### config.mk
export PLATFORM = sky130hd
export DESIGN_NAME = button_debounce_autorepeat
export DESIGN_NICKNAME = d
export VERILOG_FILES = /design/src/rtl/core/bda_pkg.sv /design/src/rtl/core/button_debounce_autorepeat.sv /design/src/rtl/core/bda_csr.sv /design/src/rtl/core/bda_timer.sv /design/src/rtl/core/bda_rsp_reg.sv
export VERILOG_INCLUDE_DIRS = /design/src /design/src/rtl/core
export SDC_FILE = /design/constraint.sdc
export NUM_CORES = 1
export LEC_CHECK = 0
export BUFFER_PORTS_ARGS = -buffer_cell sky130_fd_sc_hd__clkbuf_2
export CAP_MARGIN = 20
export CORE_UTILIZATION = 45
export CTS_CLUSTER_SIZE = 14
export DETAILED_ROUTE_END_ITERATION = 10
export PLACE_DENSITY = 0.66
export SYNTH_ARGS = -nofsm -noshare
export SYNTH_HDL_FRONTEND = slang
export SYNTH_SLANG_ARGS = --single-unit
export TNS_END_PERCENT = 5
### constraint.sdc
create_clock -name clock -period 3.1 [get_ports clock]
set_input_delay 0.31 -clock clock [delete_from_list [all_inputs] [get_ports clock]]
set_output_delay 0.31 -clock clock [all_outputs]
set_load 0.02 [all_outputs]
### src/rtl/core/button_debounce_autorepeat_macros.svh
// Assertion macros for the button debounce and auto-repeat block.
`ifndef BUTTON_DEBOUNCE_AUTOREPEAT_MACROS_SVH
`define BUTTON_DEBOUNCE_AUTOREPEAT_MACROS_SVH

`ifndef SYNTHESIS

// Same-cycle implication, checked on every clock edge out of reset
`define BDA_ASSERT_NOW(label, clk, rst, ante, cons) \
   label: assert property (@(posedge clk) disable iff (rst) (ante) |-> (cons)) \
      else $error("bda assertion failed: same-cycle implication");

// Next-cycle implication, checked on every clock edge out of reset
`define BDA_ASSERT_NEXT(label, clk, rst, ante, cons) \
   label: assert property (@(posedge clk) disable iff (rst) (ante) |=> (cons)) \
      else $error("bda assertion failed: next-cycle implication");

`else

`define BDA_ASSERT_NOW(label, clk, rst, ante, cons)
`define BDA_ASSERT_NEXT(label, clk, rst, ante, cons)

`endif

`endif

### src/rtl/core/bda_pkg.sv
// Shared types, constants and codes for the button debounce and auto-repeat block.
package bda_pkg;

   // Countdown width and configuration register width
   localparam int COUNT_WIDTH = 12;
   localparam int CSR_WIDTH   = 12;
   localparam int CSR_IDX_W   = 2;

   typedef logic [COUNT_WIDTH-1:0] count_type;
   typedef logic [CSR_WIDTH-1:0]   csr_data_type;

   // Configuration register indexes
   localparam logic [CSR_IDX_W-1:0] CSR_DEBOUNCE = 2'd0;
   localparam logic [CSR_IDX_W-1:0] CSR_HOLD     = 2'd1;
   localparam logic [CSR_IDX_W-1:0] CSR_REPEAT   = 2'd2;
   localparam logic [CSR_IDX_W-1:0] CSR_EDGE_EN  = 2'd3;

   // Configuration reset values
   localparam csr_data_type DEBOUNCE_RST = 12'd20;
   localparam csr_data_type HOLD_RST     = 12'd400;
   localparam csr_data_type REPEAT_RST   = 12'd100;

   // Pin mask, both buttons released
   localparam logic [1:0] PINS_RELEASED = 2'b11;

   // Phase codes
   localparam logic [1:0] PH_DETECT = 2'd0;
   localparam logic [1:0] PH_VERIFY = 2'd1;
   localparam logic [1:0] PH_REPEAT = 2'd2;

   // Event kinds and combination code
   localparam logic [1:0] KIND_FIRST  = 2'd0;
   localparam logic [1:0] KIND_SECOND = 2'd1;
   localparam logic [1:0] KIND_BOTH   = 2'd2;
   localparam logic [1:0] COMBO_NONE  = 2'd0;
   localparam logic [1:0] COMBO_BOTH  = 2'd3;

   typedef struct packed {
      csr_data_type debounce_ticks;
      csr_data_type hold_ticks;
      csr_data_type repeat_ticks;
      logic         edge_enable;
   } cfg_type;

   typedef struct packed {
      logic [1:0] event_kind;
      logic [1:0] combo_code;
   } rsp_type;

   typedef struct packed {
      logic       running;
      logic       armed;
      logic [1:0] phase;
   } status_type;

endpackage

### src/rtl/core/button_debounce_autorepeat.sv
// Two-button debounce with hold and auto-repeat events.
// A request is registered on acceptance; an event it raises then waits for room in the
// output register, which stalls requests. The state update is a single decrement/compare.
// Throughput: one request per cycle while no event waits for output register room.
// Reset (synchronous, active high): timer stopped, armed, detect phase, pins
// taken as released, registers back to 20/400/100 and edges disabled.
`include "button_debounce_autorepeat_macros.svh"

module button_debounce_autorepeat (
   input  logic                           clock,
   input  logic                           reset,
   input  logic                           req_valid,
   output logic                           req_ready,
   input  logic                           req_ms_tick,
   input  logic [1:0]                     req_pin_levels,
   output logic                           rsp_valid,
   input  logic                           rsp_ready,
   output logic [1:0]                     rsp_event_kind,
   output logic [1:0]                     rsp_combo_code,
   input  logic                           csr_write,
   input  logic [bda_pkg::CSR_IDX_W-1:0]  csr_index,
   input  logic [bda_pkg::CSR_WIDTH-1:0]  csr_data
);

   bda_pkg::cfg_type    cfg;
   bda_pkg::rsp_type    step_rsp;
   bda_pkg::rsp_type    out_rsp;
   bda_pkg::status_type status;

   logic       in_valid_ff, in_valid_in;
   logic       tick_ff;
   logic [1:0] pins_ff;
   logic       hit;
   logic       load_ready;
   logic       advance;
   logic       req_fire;
   logic       combo_ok;

   bda_csr u_csr (
      .clock     (clock),
      .reset     (reset),
      .csr_write (csr_write),
      .csr_index (csr_index),
      .csr_data  (csr_data),
      .cfg       (cfg)
   );

   // A registered request retires unless its event has no room
   assign advance   = in_valid_ff & (~hit | load_ready);
   assign req_ready = ~in_valid_ff | advance;
   assign req_fire  = req_valid & req_ready;

   // Input register
   always_comb begin
      in_valid_in = in_valid_ff;
      if (advance) begin
         in_valid_in = 1'b0;
      end
      if (req_fire) begin
         in_valid_in = 1'b1;
      end
   end

   always_ff @(posedge clock) begin
      if (reset) begin
         in_valid_ff <= 1'b0;
      end else begin
         in_valid_ff <= in_valid_in;
      end
   end

   always_ff @(posedge clock) begin
      if (req_fire) begin
         tick_ff <= req_ms_tick;
         pins_ff <= req_pin_levels;
      end
   end

   bda_timer u_timer (
      .clock      (clock),
      .reset      (reset),
      .cfg        (cfg),
      .step       (advance),
      .ms_tick    (tick_ff),
      .pin_levels (pins_ff),
      .hit        (hit),
      .rsp        (step_rsp),
      .status     (status)
   );

   bda_rsp_reg u_rsp_reg (
      .clock      (clock),
      .reset      (reset),
      .load       (advance & hit),
      .load_data  (step_rsp),
      .load_ready (load_ready),
      .rsp_valid  (rsp_valid),
      .rsp_ready  (rsp_ready),
      .rsp_data   (out_rsp)
   );

   assign rsp_event_kind = out_rsp.event_kind;
   assign rsp_combo_code = out_rsp.combo_code;

   // Combination code set exactly for the both-pressed kind
   assign combo_ok = ((rsp_combo_code == bda_pkg::COMBO_BOTH)
                      == (rsp_event_kind == bda_pkg::KIND_BOTH));

   // Combination code tracks the both-pressed kind
   `BDA_ASSERT_NOW(a_combo_matches_kind, clock, reset, rsp_valid, combo_ok)
   // Disarmed only while a debounce countdown runs
   `BDA_ASSERT_NOW(a_disarmed_running, clock, reset, !status.armed, status.running)
   // An emitted event always leaves the detect phase
   `BDA_ASSERT_NEXT(a_event_leaves_detect, clock, reset, (advance && hit), (status.phase != bda_pkg::PH_DETECT))

endmodule

### src/rtl/core/bda_csr.sv
// Configuration registers of the button debounce and auto-repeat block.
module bda_csr (
   input  logic                              clock,
   input  logic                              reset,
   input  logic                              csr_write,
   input  logic [bda_pkg::CSR_IDX_W-1:0]     csr_index,
   input  logic [bda_pkg::CSR_WIDTH-1:0]     csr_data,
   output bda_pkg::cfg_type                  cfg
);

   bda_pkg::cfg_type cfg_ff;
   bda_pkg::cfg_type cfg_in;

   // Register decode
   always_comb begin
      cfg_in = cfg_ff;
      if (csr_write) begin
         unique case (csr_index)
            bda_pkg::CSR_DEBOUNCE: cfg_in.debounce_ticks = csr_data;
            bda_pkg::CSR_HOLD:     cfg_in.hold_ticks     = csr_data;
            bda_pkg::CSR_REPEAT:   cfg_in.repeat_ticks   = csr_data;
            bda_pkg::CSR_EDGE_EN:  cfg_in.edge_enable    = csr_data[0];
            default:               cfg_in = cfg_ff;
         endcase
      end
   end

   always_ff @(posedge clock) begin
      if (reset) begin
         cfg_ff.debounce_ticks <= bda_pkg::DEBOUNCE_RST;
         cfg_ff.hold_ticks     <= bda_pkg::HOLD_RST;
         cfg_ff.repeat_ticks   <= bda_pkg::REPEAT_RST;
         cfg_ff.edge_enable    <= 1'b0;
      end else begin
         cfg_ff <= cfg_in;
      end
   end

   assign cfg = cfg_ff;

endmodule

### src/rtl/core/bda_timer.sv
// Edge detect, debounce countdown and auto-repeat state for one request per cycle while step is high.
module bda_timer (
   input  logic                   clock,
   input  logic                   reset,
   input  bda_pkg::cfg_type       cfg,
   input  logic                   step,
   input  logic                   ms_tick,
   input  logic [1:0]             pin_levels,
   output logic                   hit,
   output bda_pkg::rsp_type       rsp,
   output bda_pkg::status_type    status
);

   logic [1:0]          phase_ff, phase_in;
   bda_pkg::count_type  count_ff, count_in;
   logic                running_ff, running_in;
   logic [1:0]          prev_ff, prev_in;
   logic                armed_ff, armed_in;

   logic [1:0] falling;
   logic [1:0] pressed;
   logic       edge_go;
   logic       expire;

   // Edge qualification and expiry
   assign falling = prev_ff & ~pin_levels;
   assign pressed = ~pin_levels;
   assign edge_go = cfg.edge_enable & armed_ff & (|falling);
   assign expire  = ~edge_go & running_ff & ms_tick
                    & (count_ff <= bda_pkg::count_type'(1));
   assign hit     = expire & (|pressed);

   // Result fields
   always_comb begin
      case (pressed)
         2'b01:   rsp.event_kind = bda_pkg::KIND_FIRST;
         2'b10:   rsp.event_kind = bda_pkg::KIND_SECOND;
         default: rsp.event_kind = bda_pkg::KIND_BOTH;
      endcase
      rsp.combo_code = (pressed == bda_pkg::PINS_RELEASED) ? bda_pkg::COMBO_BOTH
                                                           : bda_pkg::COMBO_NONE;
   end

   // Next state
   always_comb begin
      phase_in   = phase_ff;
      count_in   = count_ff;
      running_in = running_ff;
      prev_in    = prev_ff;
      armed_in   = armed_ff;
      if (step) begin
         prev_in = pin_levels;
         if (edge_go) begin
            armed_in   = 1'b0;
            phase_in   = bda_pkg::PH_DETECT;
            count_in   = bda_pkg::count_type'(cfg.debounce_ticks);
            running_in = 1'b1;
         end else if (running_ff && ms_tick) begin
            if (!expire) begin
               count_in = count_ff - bda_pkg::count_type'(1);
            end else begin
               count_in = '0;
               armed_in = 1'b1;
               if (!hit) begin
                  running_in = 1'b0;
               end else begin
                  unique case (phase_ff)
                     bda_pkg::PH_DETECT: begin
                        count_in = bda_pkg::count_type'(cfg.hold_ticks);
                        phase_in = bda_pkg::PH_VERIFY;
                     end
                     default: begin
                        count_in = bda_pkg::count_type'(cfg.repeat_ticks);
                        phase_in = bda_pkg::PH_REPEAT;
                     end
                  endcase
               end
            end
         end
      end
   end

   always_ff @(posedge clock) begin
      if (reset) begin
         phase_ff   <= bda_pkg::PH_DETECT;
         count_ff   <= '0;
         running_ff <= 1'b0;
         prev_ff    <= bda_pkg::PINS_RELEASED;
         armed_ff   <= 1'b1;
      end else begin
         phase_ff   <= phase_in;
         count_ff   <= count_in;
         running_ff <= running_in;
         prev_ff    <= prev_in;
         armed_ff   <= armed_in;
      end
   end

   assign status.running = running_ff;
   assign status.armed   = armed_ff;
   assign status.phase   = phase_ff;

endmodule

### src/rtl/core/bda_rsp_reg.sv
// Result output register with valid/ready handshake.
module bda_rsp_reg (
   input  logic               clock,
   input  logic               reset,
   input  logic               load,
   input  bda_pkg::rsp_type   load_data,
   output logic               load_ready,
   output logic               rsp_valid,
   input  logic               rsp_ready,
   output bda_pkg::rsp_type   rsp_data
);

   logic             valid_ff, valid_in;
   bda_pkg::rsp_type data_ff, data_in;

   // Slot frees when empty or drained this cycle
   assign load_ready = ~valid_ff | rsp_ready;

   always_comb begin
      valid_in = valid_ff;
      data_in  = data_ff;
      if (rsp_ready) begin
         valid_in = 1'b0;
      end
      if (load) begin
         valid_in = 1'b1;
         data_in  = load_data;
      end
   end

   always_ff @(posedge clock) begin
      if (reset) begin
         valid_ff <= 1'b0;
      end else begin
         valid_ff <= valid_in;
      end
   end

   // Payload register, no reset
   always_ff @(posedge clock) begin
      data_ff <= data_in;
   end

   assign rsp_valid = valid_ff;
   assign rsp_data  = data_ff;

endmodule

==> impl_metrics.tcl <==
set metrics [dict create \
    synth_top_family_by_area "simple AND/OR/NAND/NOR gates" \
    grt_pass1_wl_um 12900 \
    crit_arrival_ps 2580 \
    drtIter0Drc 283 \
    initial_core_util 0.4745 \
    critical_path_depth 7 \
    wl_per_cell_um 15.93 \
    grt_util_all_layers 0.2369 \
    crit_path_end_kind "output pin" \
    finalSetupViolations 0 \
    area_growth_pct 11.57 \
    status "finished clean" \
    slew_headroom 0.4233 \
    h-tree-depth 3 \
    slew_viol_final 0 \
    finClkSkew_ps 12.28 \
    cap_violations 0 \
    overflow 0 \
    netlist_instances 384 \
    yosys.area_share.simple 0.2773 \
    hpwl_um 5283 \
    clockBufferDepth 2 \
    grt_pass1_vias 2484 \
    synth_edf_count 6 \
    core-area_um2 6495 \
    clock-sinks 63 \
    cp_top_family "simple AND/OR/NAND/NOR gates" \
    cts_resized 0 \
    gp_congestion 0.9169 \
    viasPerCell 5.664 \
    synth_top_area_frac 0.3703 \
    synth_top_area_cell "dfxtp_1" \
    synth_area_um2 3082 \
    syn_nets 411 \
    rsz0062_at_grt "false" \
    ios 28 \
    hold_class "in -> reg" \
    power_density_nw_per_um2 495.6 \
    regToRegSetupSlack_ps 590 \
    worst_pin_slew_ps 861.9 \
    leakagePower_nw 1.383 \
    drive_above_1_share 0.1569 \
    whs_ps 129.7 \
    finalHoldViolCount 0 \
    clkTransAtPathRegs_ps 70 \
    numCtsBuffers 9 \
    worst_setup_path_start_kind "flop" \
    postLayoutCoreUtil 0.5294 \
    syn_avg_cell_area_um2 8.025 \
    synth-async-reset-ratio 0 \
    vias 2747 \
    holdPathStages 1 \
    fp.dieH_um 84.76 \
    grt_max_degree 49 \
    critPathMaxStageDelay_ps 600 \
    power_mw 1.704 \
    diodes 0 \
    num_rows 29 \
    die-area_um2 7183 \
    nNetsFinal 430 \
    yosys_warnings 0 \
    yosys_most_used_dff "dfxtp_1" \
    final-instance-count-excl-fill 485 \
    drc 0 \
    cp.required_ps 2790 \
    synthAdderAreaFrac 0.02030 \
    min_period_ps 2888 \
    root_buffer "clkbuf_8" \
    drt_first_pass_iters 4 \
    cts_tree "done" \
    hold_buffers 0 \
    yosysUniqueCellTypes 52 \
    synth_compound_area_frac 0.1941 \
    cts_setup_buffers 0 \
    cpMaxStageDelayCell "or4_1" \
    placed_cells 469 \
    setup_tns_ps 0 \
    io_buffer_count 27 \
    routed_wl_um 7726 \
    cp_max_fo 9 \
    reg2reg_depth 7 \
    antenna_found_initial 0 \
    path_buf_inv 2 \
    ys_ff_latch 63 \
    fin_crit_sh 0.9316 \
    ir_drop_mv 0.2916 \
    ant_nets 0 \
    muxShareOfSynthArea 0.01299 \
    die_width_um 84.76 \
    critPathKind "reg -> out" \
    ys_seq_area_frac 0.4287 \
    path_cells "inv_1, ha_1, nor2_1, or4_1, nor4_4, nand3_1, clkbuf_2" \
    synth-xor-area-share 0.01421 \
    synthTopCellsByArea "dfxtp_1 (37%), nand2_1 (13%), a21oi_1 (7.0%)" \
    clock_latency_ps 360 \
    fmax_mhz 346.3 \
]
-- cells in the mapped netlist, drive strengths merged, types with 3 or more instances --
cell / number
o31ai: 4
nor4: 8
nand3: 21
edfxtp: 6
a211oi: 5
and3: 4
nor2b: 3
ha: 5
or2: 4
dfxtp: 57
inv: 11
a221oi: 7
a21oi: 44
nand2: 110
mux2i: 4
nor2: 14
xnor2: 5
a311oi: 3
a211o: 3
o21ai: 7
buf: 5
o2bb2ai: 3
clkbuf: 21
-- cell type report --
type | instances | area (µm²)
clock buffer | 12 | 166.4
clock inverter | 4 | 26.28
fill | 609 | 3057
inverter | 11 | 41.29
multi-input combinational | 284 | 1599
sequential | 63 | 1321
tap | 77 | 96.34
timing repair buffer | 34 | 187.7
-- metal layers --
metal | GRT usage | wire length (µm) | part of all wire | vias up
met5 | 0 | 0 | 0 | -
met2 | 0.3385 | 3404 | 0.44 | 78
li1 | - | - | - | 1386
met1 | 0.3274 | 3647 | 0.47 | 1269
met3 | 0.07080 | 482 | 0.062 | 14
met4 | 0.1109 | 191 | 0.025 | 0
-- sequential cells by signal, summed over array words and instances, names as in the netlist --
| name | cells |
|---|---|
| in_valid_ff | 1 |
| pins_ff | 2 |
| tick_ff | 1 |
| u_csr.cfg | 37 |
| u_rsp_reg.rsp_data | 3 |
| u_rsp_reg.rsp_valid | 1 |
| u_timer.armed_ff | 1 |
| u_timer.count_ff | 12 |
| u_timer.phase_ff | 2 |
| u_timer.prev_ff | 2 |
| u_timer.running_ff | 1 |
-- layout by cell type (no fill, tap or decap), types with 6 or more instances in the layout --
| cell | count |
|---|---|
| clkbuf_8 | 10 |
| clkbuf_2 | 27 |
| a21oi_1 | 43 |
| nand2_1 | 110 |
| edfxtp_1 | 6 |
| inv_1 | 11 |
| nand3_1 | 19 |
| buf_4 | 7 |
| o21ai_0 | 6 |
| a221oi_1 | 7 |
| dfxtp_1 | 57 |
| nor2_1 | 14 |
-- through the flow --
stage                     setup slack, ps  instance area (µm²)
final                               212.1                 3438
after global routing                4.466                 3438
after CTS                           246.6                 3438
after detailed placement            641.2                 3246
after global placement              702.1                 3246
after floorplan                     906.1                 3082
-- report_power, final --
part           internal [mW]  total [mW]  switching [mW]
clock network          0.361       0.693           0.332
registers              0.847       0.864          0.0177
logic                 0.0553       0.147          0.0912
total                   1.26        1.70           0.441
-- cells by family (layout without fill, tap and decap cells) --
kind of cell | count (synthesis) | in the layout
compound gates | 91 | 91
xor+xnor | 5 | 5
fa+ha+maj | 5 | 5
buf+inv | 37 | 61
flops | 63 | 63
mux | 4 | 4
simple gates | 179 | 179
-- worst paths after layout --
check	from	endpoint
min reg2reg	u_csr.cfg[15]$_SDFFE_PP0P_	u_csr.cfg[15]$_SDFFE_PP0P_
min	req_pin_levels[1]	pins_ff[1]$_DFFE_PP_
max	u_timer.count_ff[0]$_SDFFE_PP0P_	req_ready
max reg2reg	u_timer.count_ff[0]$_SDFFE_PP0P_	u_rsp_reg.rsp_data[0]$_DFFE_PP_
(Power assumes the default switching activity.)
